<file path="src/hw/rtl/lcdw_pkg.sv">
// Shared types, character codes and digit helpers for the LCD field writer.
// Used by the front, queue, back and top-level modules; depends on nothing.
package lcdw_pkg;

  // Request kinds
  localparam logic [1:0] REQ_TEMP = 2'd0;
  localparam logic [1:0] REQ_TIME = 2'd1;
  localparam logic [1:0] REQ_DATE = 2'd2;

  // Display line base addresses (set-DDRAM-address commands)
  localparam logic [7:0] ADDR_TOP    = 8'h80;
  localparam logic [7:0] ADDR_BOTTOM = 8'hC0;
  localparam logic [1:0] ROW_TOP     = 2'd1;

  // Character codes
  localparam logic [7:0] CHAR_ZERO   = 8'd48;
  localparam logic [7:0] CHAR_POINT  = 8'd46;
  localparam logic [7:0] CHAR_DEGREE = 8'd223;
  localparam logic [7:0] CHAR_C      = 8'd67;
  localparam logic [7:0] CHAR_COLON  = 8'd58;
  localparam logic [7:0] CHAR_SLASH  = 8'd47;

  // Register-select codes
  localparam logic RS_CMD  = 1'b0;
  localparam logic RS_DATA = 1'b1;

  // Characters per job and queue sizing
  localparam int JOB_CHARS   = 8;
  localparam int CHAR_IDX_W  = $clog2(JOB_CHARS);
  localparam int QUEUE_DEPTH = 2;
  localparam int QUEUE_AW    = $clog2(QUEUE_DEPTH);

  typedef struct packed {
    logic [1:0] req_type;
    logic [1:0] row;
    logic [5:0] col;
    logic [9:0] temp_tenths;
    logic [4:0] hour;
    logic [5:0] minute;
    logic [5:0] second;
    logic [4:0] day;
    logic [3:0] month;
    logic [6:0] year;
  } in_item_t;

  typedef struct packed {
    logic       reg_select;
    logic [3:0] nibble;
    logic       last;
  } out_item_t;

  // One drawing job: start address, which characters to draw, and the characters
  typedef struct packed {
    logic [7:0]                 start_addr;
    logic [JOB_CHARS-1:0]       mask;
    logic [JOB_CHARS-1:0][7:0] chars;
  } job_t;

  // Nibble position within one character (address byte, then data byte)
  typedef enum logic [1:0] {
    PH_ADDR_HI = 2'd0,
    PH_ADDR_LO = 2'd1,
    PH_DATA_HI = 2'd2,
    PH_DATA_LO = 2'd3
  } phase_t;

  // Divide by ten through reciprocal multiply; exact for inputs below 1029
  function automatic logic [6:0] div10(input logic [9:0] v);
    logic [17:0] p;
    p = {8'd0, v} * 18'd205;
    return p[17:11];
  endfunction

  // Two ASCII digits: tens modulo ten, then units
  function automatic logic [15:0] two_digits(input logic [6:0] v);
    logic [6:0] q;
    logic [3:0] q4;
    logic [3:0] tens;
    logic [6:0] rem;
    q    = div10({3'd0, v});
    q4   = q[3:0];
    tens = (q4 >= 4'd10) ? (q4 - 4'd10) : q4;
    rem  = 7'(v - ({3'd0, q4} << 3) - ({3'd0, q4} << 1));
    return {8'(CHAR_ZERO + {4'd0, tens}), 8'(CHAR_ZERO + {4'd0, rem[3:0]})};
  endfunction

endpackage

</file>
<file path="src/hw/rtl/lcdw_front.sv">
// Front end: accepts requests, splits values into digits, checks the shown
// time and date, and hands non-empty drawing jobs to the queue. Uses lcdw_pkg.
module lcdw_front import lcdw_pkg::*; (
  input  logic     clk,
  input  logic     rst_n,
  input  logic     in_push,
  output logic     in_full,
  input  in_item_t in_item,
  output logic     job_push,
  output job_t     job,
  input  logic     job_full
);

  logic       busy_r, busy_nxt;
  in_item_t   req_r;
  logic [6:0] q1_r;

  logic [4:0] shown_hour_r, shown_hour_nxt;
  logic [5:0] shown_minute_r, shown_minute_nxt;
  logic [5:0] shown_second_r, shown_second_nxt;
  logic [4:0] shown_day_r, shown_day_nxt;
  logic [3:0] shown_month_r, shown_month_nxt;
  logic [6:0] shown_year_r, shown_year_nxt;

  logic       accept;
  logic       done;
  logic       need_push;
  logic [9:0] tenths_full;
  logic [6:0] q2;
  logic [3:0] hund;
  logic [6:0] tens_full;
  logic [15:0] hh, mm, ss, dd, mo, yy;
  logic       hr_chg, mi_chg, se_chg, date_chg;
  logic [7:0] base;

  // Digit extraction for the captured request
  always_comb begin
    tenths_full = 10'(req_r.temp_tenths - ({3'd0, q1_r} << 3) - ({3'd0, q1_r} << 1));
    q2          = div10({3'd0, q1_r});
    hund        = (q2[3:0] >= 4'd10) ? (q2[3:0] - 4'd10) : q2[3:0];
    tens_full   = 7'(q1_r - (q2 << 3) - (q2 << 1));
    hh          = two_digits({2'd0, req_r.hour});
    mm          = two_digits({1'd0, req_r.minute});
    ss          = two_digits({1'd0, req_r.second});
    dd          = two_digits({2'd0, req_r.day});
    mo          = two_digits({3'd0, req_r.month});
    yy          = two_digits(req_r.year);
    hr_chg      = req_r.hour != shown_hour_r;
    mi_chg      = req_r.minute != shown_minute_r;
    se_chg      = req_r.second != shown_second_r;
    date_chg    = (req_r.day != shown_day_r) || (req_r.month != shown_month_r) ||
                  (req_r.year != shown_year_r);
    base        = (req_r.row == ROW_TOP) ? ADDR_TOP : ADDR_BOTTOM;
  end

  // Build the job for the captured request
  always_comb begin
    job.start_addr = 8'(base + {2'd0, req_r.col} - 8'd1);
    job.mask       = '0;
    job.chars      = '0;
    case (req_r.req_type)
      REQ_TEMP: begin
        job.mask     = 8'b0011_1111;
        job.chars[0] = 8'(CHAR_ZERO + {4'd0, hund});
        job.chars[1] = 8'(CHAR_ZERO + {4'd0, tens_full[3:0]});
        job.chars[2] = CHAR_POINT;
        job.chars[3] = 8'(CHAR_ZERO + {4'd0, tenths_full[3:0]});
        job.chars[4] = CHAR_DEGREE;
        job.chars[5] = CHAR_C;
      end
      REQ_TIME: begin
        job.mask     = {se_chg, se_chg, mi_chg, mi_chg, mi_chg, hr_chg, hr_chg, hr_chg};
        job.chars[0] = hh[15:8];
        job.chars[1] = hh[7:0];
        job.chars[2] = CHAR_COLON;
        job.chars[3] = mm[15:8];
        job.chars[4] = mm[7:0];
        job.chars[5] = CHAR_COLON;
        job.chars[6] = ss[15:8];
        job.chars[7] = ss[7:0];
      end
      REQ_DATE: begin
        job.mask     = {JOB_CHARS{date_chg}};
        job.chars[0] = dd[15:8];
        job.chars[1] = dd[7:0];
        job.chars[2] = CHAR_SLASH;
        job.chars[3] = mo[15:8];
        job.chars[4] = mo[7:0];
        job.chars[5] = CHAR_SLASH;
        job.chars[6] = yy[15:8];
        job.chars[7] = yy[7:0];
      end
      default: begin
        job.mask = '0;
      end
    endcase
  end

  // Handshake: drop empty jobs, wait for queue room otherwise
  always_comb begin
    need_push = job.mask != '0;
    done      = busy_r && (!need_push || !job_full);
    job_push  = busy_r && need_push && !job_full;
    in_full   = busy_r && !done;
    accept    = in_push && !in_full;
    busy_nxt  = accept || (busy_r && !done);
  end

  // Advance the shown time and date when a request retires
  always_comb begin
    shown_hour_nxt   = shown_hour_r;
    shown_minute_nxt = shown_minute_r;
    shown_second_nxt = shown_second_r;
    shown_day_nxt    = shown_day_r;
    shown_month_nxt  = shown_month_r;
    shown_year_nxt   = shown_year_r;
    if (done && (req_r.req_type == REQ_TIME)) begin
      shown_hour_nxt   = req_r.hour;
      shown_minute_nxt = req_r.minute;
      shown_second_nxt = req_r.second;
    end
    if (done && (req_r.req_type == REQ_DATE)) begin
      shown_day_nxt   = req_r.day;
      shown_month_nxt = req_r.month;
      shown_year_nxt  = req_r.year;
    end
  end

  always_ff @(posedge clk) begin
    if (!rst_n) begin
      busy_r         <= 1'b0;
      shown_hour_r   <= 5'd31;
      shown_minute_r <= 6'd63;
      shown_second_r <= 6'd63;
      shown_day_r    <= 5'd0;
      shown_month_r  <= 4'd0;
      shown_year_r   <= 7'd127;
    end else begin
      busy_r         <= busy_nxt;
      shown_hour_r   <= shown_hour_nxt;
      shown_minute_r <= shown_minute_nxt;
      shown_second_r <= shown_second_nxt;
      shown_day_r    <= shown_day_nxt;
      shown_month_r  <= shown_month_nxt;
      shown_year_r   <= shown_year_nxt;
    end
  end

  // Capture the request and its first tenth-division
  always_ff @(posedge clk) begin
    if (accept) begin
      req_r <= in_item;
      q1_r  <= div10(in_item.temp_tenths);
    end
  end

endmodule

</file>
<file path="src/hw/rtl/lcdw_queue.sv">
// Short job queue between the front and back ends.
// Uses job_t and the queue sizing from lcdw_pkg.
module lcdw_queue import lcdw_pkg::*; (
  input  logic clk,
  input  logic rst_n,
  input  logic push,
  input  job_t push_job,
  output logic full,
  input  logic pop,
  output job_t pop_job,
  output logic empty
);

  job_t                entry_r [QUEUE_DEPTH];
  logic [QUEUE_AW-1:0] wr_ptr_r, wr_ptr_nxt;
  logic [QUEUE_AW-1:0] rd_ptr_r, rd_ptr_nxt;
  logic [QUEUE_AW:0]   count_r, count_nxt;
  logic                do_push, do_pop;

  // Occupancy and pointers
  always_comb begin
    full       = count_r == (QUEUE_AW + 1)'(QUEUE_DEPTH);
    empty      = count_r == '0;
    do_push    = push && !full;
    do_pop     = pop && !empty;
    wr_ptr_nxt = do_push ? QUEUE_AW'(wr_ptr_r + 1'b1) : wr_ptr_r;
    rd_ptr_nxt = do_pop ? QUEUE_AW'(rd_ptr_r + 1'b1) : rd_ptr_r;
    count_nxt  = (QUEUE_AW + 1)'(count_r + {{QUEUE_AW{1'b0}}, do_push}
                                 - {{QUEUE_AW{1'b0}}, do_pop});
    pop_job    = entry_r[rd_ptr_r];
  end

  always_ff @(posedge clk) begin
    if (!rst_n) begin
      wr_ptr_r <= '0;
      rd_ptr_r <= '0;
      count_r  <= '0;
    end else begin
      wr_ptr_r <= wr_ptr_nxt;
      rd_ptr_r <= rd_ptr_nxt;
      count_r  <= count_nxt;
    end
  end

  // Store the pushed job
  always_ff @(posedge clk) begin
    if (do_push) begin
      entry_r[wr_ptr_r] <= push_job;
    end
  end

endmodule

</file>
<file path="src/hw/rtl/lcdw_back.sv">
// Back end: walks one job's characters and emits address and data nibbles
// into an output register. Uses job_t, out_item_t and phase_t from lcdw_pkg.
module lcdw_back import lcdw_pkg::*; (
  input  logic      clk,
  input  logic      rst_n,
  input  job_t      job,
  input  logic      job_empty,
  output logic      job_pop,
  output logic      out_empty,
  input  logic      out_pop,
  output out_item_t out_item
);

  logic                       active_r, active_nxt;
  logic [7:0]                 addr_r;
  logic [JOB_CHARS-1:0]       mask_r, mask_nxt;
  logic [JOB_CHARS-1:0][7:0] chars_r;
  phase_t                     phase_r, phase_nxt;
  logic                       out_valid_r, out_valid_nxt;
  out_item_t                  out_item_r, out_item_nxt;

  logic [CHAR_IDX_W-1:0] idx;
  logic [JOB_CHARS-1:0]  idx_onehot;
  logic [JOB_CHARS-1:0]  rest;
  logic [7:0]            addr;
  logic [7:0]            ch;
  logic                  emit;

  // Pick the lowest character still to draw
  always_comb begin
    idx = '0;
    for (int i = JOB_CHARS - 1; i >= 0; i--) begin
      if (mask_r[i]) begin
        idx = CHAR_IDX_W'(i);
      end
    end
    idx_onehot = JOB_CHARS'(1) << idx;
    rest       = mask_r & ~idx_onehot;
    addr       = 8'(addr_r + {{(8 - CHAR_IDX_W){1'b0}}, idx});
    ch         = chars_r[idx];
  end

  // Select the nibble for the current phase
  always_comb begin
    emit                    = active_r && (!out_valid_r || out_pop);
    out_item_nxt.last       = (phase_r == PH_DATA_LO) && (rest == '0);
    case (phase_r)
      PH_ADDR_HI: begin
        out_item_nxt.reg_select = RS_CMD;
        out_item_nxt.nibble     = addr[7:4];
      end
      PH_ADDR_LO: begin
        out_item_nxt.reg_select = RS_CMD;
        out_item_nxt.nibble     = addr[3:0];
      end
      PH_DATA_HI: begin
        out_item_nxt.reg_select = RS_DATA;
        out_item_nxt.nibble     = ch[7:4];
      end
      PH_DATA_LO: begin
        out_item_nxt.reg_select = RS_DATA;
        out_item_nxt.nibble     = ch[3:0];
      end
      default: begin
        out_item_nxt.reg_select = RS_CMD;
        out_item_nxt.nibble     = addr[7:4];
      end
    endcase
  end

  // Advance through phases and characters; load the next job when idle
  always_comb begin
    job_pop       = !active_r && !job_empty;
    active_nxt    = active_r;
    mask_nxt      = mask_r;
    phase_nxt     = phase_r;
    out_valid_nxt = out_valid_r;
    if (out_pop) begin
      out_valid_nxt = 1'b0;
    end
    if (job_pop) begin
      active_nxt = 1'b1;
      mask_nxt   = job.mask;
      phase_nxt  = PH_ADDR_HI;
    end else if (emit) begin
      out_valid_nxt = 1'b1;
      phase_nxt     = phase_t'(2'(phase_r + 2'd1));
      if (phase_r == PH_DATA_LO) begin
        mask_nxt = rest;
        if (rest == '0) begin
          active_nxt = 1'b0;
        end
      end
    end
  end

  always_ff @(posedge clk) begin
    if (!rst_n) begin
      active_r    <= 1'b0;
      out_valid_r <= 1'b0;
      mask_r      <= '0;
      phase_r     <= PH_ADDR_HI;
    end else begin
      active_r    <= active_nxt;
      out_valid_r <= out_valid_nxt;
      mask_r      <= mask_nxt;
      phase_r     <= phase_nxt;
    end
  end

  // Hold job payload and the output nibble
  always_ff @(posedge clk) begin
    if (job_pop) begin
      addr_r  <= job.start_addr;
      chars_r <= job.chars;
    end
    if (emit) begin
      out_item_r <= out_item_nxt;
    end
  end

  assign out_empty = !out_valid_r;
  assign out_item  = out_item_r;

endmodule

</file>
<file path="src/hw/rtl/lcd_clock_field_writer.sv">
// Top level of the LCD field writer: front end, job queue, back end.
// Depends on lcdw_pkg, lcdw_front, lcdw_queue and lcdw_back.
//
// Turns one display request (temperature, time of day or date at a row and
// one-based column) into the 4-bit HD44780 nibble stream: for each character a
// set-address command (0x80 top line, 0xC0 second line, plus column-1, modulo
// 256) followed by the character byte, each byte upper nibble first, with last
// set on the final nibble of the request. The block remembers the last shown
// time and date: a time redraws only the hour, minute or second groups that
// changed, a date redraws only if any part changed; requests that draw nothing
// and request type 3 produce no output. The front end holds each captured
// request in a register (digit split and change check) and passes non-empty
// jobs through a two-entry queue, so it takes a new request every cycle while
// the queue has room. The back end loads a job from the queue, then sends one
// nibble per cycle while the consumer keeps popping, four per character.
module lcd_clock_field_writer import lcdw_pkg::*; (
  input  logic      clk,
  input  logic      rst_n,
  input  logic      in_push,
  output logic      in_full,
  input  in_item_t  in_item,
  output logic      out_empty,
  input  logic      out_pop,
  output out_item_t out_item
);

  job_t front_job;
  job_t back_job;
  logic front_push;
  logic queue_full;
  logic queue_empty;
  logic back_pop;

  // Accept and classify requests
  lcdw_front u_front (
    .clk      (clk),
    .rst_n    (rst_n),
    .in_push  (in_push),
    .in_full  (in_full),
    .in_item  (in_item),
    .job_push (front_push),
    .job      (front_job),
    .job_full (queue_full)
  );

  // Buffer jobs between the two sides
  lcdw_queue u_queue (
    .clk      (clk),
    .rst_n    (rst_n),
    .push     (front_push),
    .push_job (front_job),
    .full     (queue_full),
    .pop      (back_pop),
    .pop_job  (back_job),
    .empty    (queue_empty)
  );

  // Emit the nibble stream
  lcdw_back u_back (
    .clk       (clk),
    .rst_n     (rst_n),
    .job       (back_job),
    .job_empty (queue_empty),
    .job_pop   (back_pop),
    .out_empty (out_empty),
    .out_pop   (out_pop),
    .out_item  (out_item)
  );

endmodule

</file>
<file path="config.mk">
export PLATFORM = sky130hd
export DESIGN_NAME = lcd_clock_field_writer
export DESIGN_NICKNAME = d
export VERILOG_FILES = /design/src/hw/rtl/lcdw_pkg.sv /design/src/hw/rtl/lcdw_front.sv /design/src/hw/rtl/lcdw_queue.sv /design/src/hw/rtl/lcdw_back.sv /design/src/hw/rtl/lcd_clock_field_writer.sv
export SDC_FILE = /design/constraint.sdc
export NUM_CORES = 1
export LEC_CHECK = 0
export BUFFER_PORTS_ARGS = -buffer_cell sky130_fd_sc_hd__buf_2
export CELL_PAD_IN_SITES_DETAIL_PLACEMENT = 0
export CELL_PAD_IN_SITES_GLOBAL_PLACEMENT = 1
export CORE_MARGIN = 8
export CORE_UTILIZATION = 50
export DETAILED_ROUTE_END_ITERATION = 16
export PLACE_DENSITY = 0.86
export SLEW_MARGIN = 25
export SYNTH_ARGS = -nofsm -noshare
export SYNTH_HDL_FRONTEND = slang
export SYNTH_SLANG_ARGS = --single-unit
</file>
<file path="constraint.sdc">
create_clock -name clk -period 13.6 [get_ports clk]
set_input_delay 1.36 -clock clk [delete_from_list [all_inputs] [get_ports clk]]
set_output_delay 1.36 -clock clk [all_outputs]
set_load 0.05 [all_outputs]
</file>
After elaboration in Yosys (flattened, before gate mapping)
Memories as Yosys holds them, arrays and structs flattened. A register that Yosys moved wholly into a read port is not among the register bits.
Index checks and enable logic that the tools add are counted.
- $add $sub $neg: 45
- multiply operators: 8
- $lt $le $gt $ge: 7
- reductions and logical operators: 35
- bitwise logic cells: 3
- shift-type cells: 1
- equality and inequality tests: 13
- mux-type cells: 35
- operators with widths (operator ; count):
    $pmux W47 S3 ; 1
    $add A6 B4 Y7 const A ; 14
    $sub A4 B4 Y4 ; 13
    $mux W8 ; 4
    $pmux W16 S2 ; 1
    $mul A7 B8 Y15 const B ; 2
    $mul A6 B8 Y14 const B ; 2
    $mul A5 B8 Y13 const B ; 2
    $bmux W8 S3 ; 1
    $mux W3 ; 8
    $mux W4 ; 6
    $pmux W8 S3 ; 1
    $pmux W5 S4 ; 1
    $mul A10 B8 Y18 const B ; 1
    $logic_and A1 B1 Y1 ; 12
    $mul A4 B8 Y12 const B ; 1
    $ne A6 B6 Y1 ; 2
    $mux W1 ; 11
    $ne A5 B5 Y1 ; 2
    $add A8 B3 Y8 ; 1
    $add A8 B6 Y8 ; 1
    $and A8 B8 Y8 ; 1
    $eq A2 B2 Y1 const B ; 4
    $ge A2 B4 Y1 const B ; 2
    other kinds (30) ; 53
- memories: 1
- memory bits (writable): 158
- word-level logic and storage cells: 185
- register bits: 182
- memory list (name ; depth ; bits a word ; read ports ; clocked after memory_dff ; wr ports ; RTL line ; text):
    u_queue.entry_r ; 2 ; 79 ; 1 ; 1 ; 1 ; lcdw_queue.sv:14 ; job_t entry_r [QUEUE_DEPTH];

Longest topological paths before layout
- depth in word-level cells: 16
- mapped depth: 21
- depth with buffers taken out: 21

Modules after synthesis
Synthesis repeated with hierarchy kept, for this count alone.
- cell total of the unflattened synthesis: 1698
- area, all modules: 21321.7 um^2
- by module, submodules not included (module ; area each (um^2) ; instances ; cells each):
    lcdw_front ; 10970.5 ; 1 ; 1138
    lcdw_queue ; 6411.1 ; 1 ; 276
    lcdw_back ; 3940.0 ; 1 ; 284

Worst setup path before layout
No wires, ideal clock.
- path kind: input-to-reg
- from: in in_item[34] (netlist name)
- to: reg u_front.q1_r[6] (data pin)
- stages on the path: 13
- path slack: 8.660 ns
- path buffers: 0
- library setup time: 0.260 ns
- data arrival time: 4.680 ns
- data required time: 13.340 ns
- path through: ha_1 > inv_1 > fa_1 > fa_1 > inv_1 > fa_1 > ha_1 > a2111oi_0 > nor2_1 > o41ai_2 > o2111ai_1 > a21oi_1 > xnor2_1
- word-level cells in the longest chain between the ends: 1
- RTL lines (item ; RTL line ; text):
    start: declaration ; lcd_clock_field_writer.sv:21 ; input in_item_t in_item,
    $mul A10 B8 Y18 ; lcdw_pkg.sv:70 ; p = {8'd0, v} * 18'd205;
    end signal: assignment ; lcdw_front.sv:153 ; q1_r <= div10(in_item.temp_tenths);
    end: declaration ; lcdw_front.sv:16 ; logic [6:0] q1_r;
No other way between the ends.
A chain may end at the register's enable or synchronous reset.

==> metrics.txt <==
outcome=complete, no violations; Switch Pwr=1.360 mW; Post-synth ARST share=0%; Setup Skew=0.02161 ns; Combinational Power Share=51.7%; die area=38050 sq um; hold_buf cts=0; Initial Utilization=50.80%; Hold Path Class=reg -> reg; register share of total power=29.3%; minimum clock period=5.005 ns; Clk network pwr share=19.0%; Worst Hold Endpoint=u_front.shown_day_r[2]; Max Clock Freq=199.8 MHz; routability cong.=0.8578; Core Area=31560 sq um; final setup TNS=0 ns; Area after DPL=16780 sq um; Synth Register Bits=231; RSZ-0062 raised after global routing=false; Antenna Nets Post-Route=0; DR iter-0 viols=456; DR vias/cell=5.314; Setup crit start kind=flip-flop; maximum vdd drop=163.7 uV; Final Slew Violations=0; CP max FO=10; CP arrival=5.33 ns; Final #Nets=1840; Multi-input gate area=8741 sq um; Post-synth EDFFs=180; P per Cell Area=200.7 nW/um^2; First-pass DRT Iterations=6; Hold Path Depth=2; Antenna Cells=0; r2r endpoint=u_queue.entry_r[1][49]; post-synth cell types=76; WP data required=13.93 ns; number of H-tree levels=1; Clk Latency, worst-skew pair=0.53 ns; Ports=65; area occupied by registers=6430 sq um; final cell count without fillers=1885; top area cells in the synthesized netlist=edfxtp_1 (34%), ha_1 (21%), dfxtp_1 (6.4%); Clk pin slew, worst setup/hold paths=0.07 ns; # DRC=0; post-CTS setup buffer count=0; first-pass GRT wire length=50080 um; CTS tree=yes; Power, Total=3.533 mW; layout cells sized above 1=12.14%; Resize count post-CTS=0; synthesized instance count=1398; mapped cell area=16030 sq um; design area=17600 sq um; Slew HR=47.65%; P&R area growth vs syn=9.787%; path depth of the worst reg2reg path=20; Vias=10017; register area share after synthesis=40.08%; total of max-cap violations=0; Total Wirelength=29730 um; GRT Overall Usage=15.63%; die width=195.1 um; clock root buffer master=clkbuf_16; WL/cell=15.77 um; Final Hold Viols=0; count leader, synth=ha_1; YS warnings=0; area share of the leading cell type in the synthesized netlist=33.72%; r2r setup slk=8.59 ns; die height=195.1 um; I/O Buffers=64; dpl cells=1840; Num Clock Sinks=231; grt total ovfl=0; HPWL after detailed placement=22380 um; FP Rows=65; internal power=2.173 mW; initial antenna violation count=0; maximum root-to-sink buffer count=3; CTS Buf Count=25; critical path class=reg -> reg; largest net degree at the start of global routing=60; number of global-route vias before repair=10408; Worst Max-Slew Pin Slew=0.7853 ns; Syn Nets=1773; Syn Area/Cell=11.47 sq um; Filler Cells Inserted=2646; worst r2r src=u_front.req_r[5]; fin crit share=36.80%; hold_sp=u_front.shown_day_r[2]; # setup viols final=0; commonest cells in the netlist=ha_1 (268), inv_1 (192), edfxtp_1 (180); area leader, netlist=edfxtp_1; LEAKAGE=7.899 nW; Synth Flop Type=edfxtp_1; Sw Ratio=38.49%; CP Capture Type=flip-flop
per-stage QoR:
stage	hold WS [ns]	util (%)	setup slack, ns
2_1_floorplan	0.4495	-	8.660
3_3_place_gp	0.4573	53.19	8.311
3_5_place_dp	0.4623	53.19	8.248
4_1_cts	0.4696	55.77	8.568
5_1_grt	0.4920	55.78	8.247
6_report	0.4678	55.78	8.595
logic make-up after synthesis:
group | Yosys count | share of synthesized area (%)
AO/OA/AOI/OAI | 200 | 8.812
XOR/XNOR | 111 | 6.353
adder cells (fa/ha/maj) | 318 | 27.16
buffers and inverters | 226 | 5.580
flip-flops | 231 | 40.08
multiplexers | 69 | 4.831
AND/OR/NAND/NOR | 243 | 7.180
cell type report:
| class | count | area share, % |
|---|---|---|
| Tap cell | 402 | 2.858 |
| Clock inverter | 15 | 0.9099 |
| Sequential cell | 231 | 36.53 |
| Multi-Input combinational cell | 941 | 49.66 |
| Inverter | 193 | 4.116 |
| Clock buffer | 30 | 3.718 |
| Timing Repair Buffer | 73 | 2.204 |
worst max-delay path: stages (launching register included):
cell       delay, ns
edfxtp_1        0.50
ha_1            0.35
inv_1           0.06
fa_1            0.50
inv_1           0.04
ha_1            0.26
inv_1           0.05
fa_1            0.49
inv_1           0.04
ha_1            0.30
a21oi_1         0.15
o21ai_0         0.13
o31a_1          0.42
a31o_4          0.30
or2_4           0.26
ha_1            0.28
nand2_1         0.06
o31ai_1         0.07
a211oi_1        0.25
o2111ai_1       0.15
o21ai_0         0.13
metal layers:
metal	vias to the layer above	part of all wire, %	global-route usage (%)
li1	5063	-	-
met1	4779	46	19.98
met2	135	48	27.48
met3	40	2.9	1.857
met4	0	2.4	4.604
met5	-	0	0
layout by cell type (no fill, tap or decap), types with 12 or more instances in the layout:
| master | instances |
|---|---|
| inv_1 | 192 |
| nand2_1 | 82 |
| fa_1 | 50 |
| buf_2 | 64 |
| nand4_1 | 13 |
| a21oi_1 | 46 |
| ha_1 | 268 |
| o21ai_0 | 27 |
| dfxtp_1 | 50 |
| o211ai_1 | 17 |
| mux2i_1 | 26 |
| o21a_1 | 15 |
| nor3_1 | 12 |
| clkbuf_16 | 25 |
| nand3_1 | 22 |
| edfxtp_1 | 180 |
| mux2_2 | 41 |
| nor2_1 | 61 |
| xor2_1 | 27 |
| nor2b_1 | 14 |
| xnor2_1 | 81 |
sequential cells by signal, indices dropped and copies added (netlist names), 2 cells and up, named ones only:
name	flops
u_back.addr_r	8
u_back.chars_r	30
u_back.mask_r	8
u_back.out_item	6
u_back.phase_r	2
u_front.q1_r	7
u_front.req_r	47
u_front.shown_day_r	5
u_front.shown_hour_r	5
u_front.shown_minute_r	6
u_front.shown_month_r	4
u_front.shown_second_r	6
u_front.shown_year_r	7
u_queue.count_r	2
u_queue.entry_r	82
worst max path at each step:
stage,from,endpoint,slack (ns)
final,u_front.req_r[5],u_queue.entry_r[1][49],8.59
after global routing,u_front.req_r[4],u_queue.entry_r[0][49],8.25
after CTS,u_front.req_r[5],u_queue.entry_r[1][49],8.57
after detailed placement,in_item[38],u_front.q1_r[6],8.25
after global placement,in_item[38],u_front.q1_r[6],8.31
after floorplan,in_item[34],u_front.q1_r[6],8.66
power groups by stage:
| stage | sequential, mW | clock (mW) | combinational [mW] |
|---|---|---|---|
| global route | 1.05 | 0.717 | 2.09 |
| floorplan | 1.03 | 0 | 1.45 |
| detailed placement | 1.05 | 0 | 1.84 |
| CTS | 1.04 | 0.689 | 1.86 |
| global placement | 1.05 | 0 | 1.79 |
| finish | 1.04 | 0.672 | 1.83 |
(Power assumes the default switching activity.)
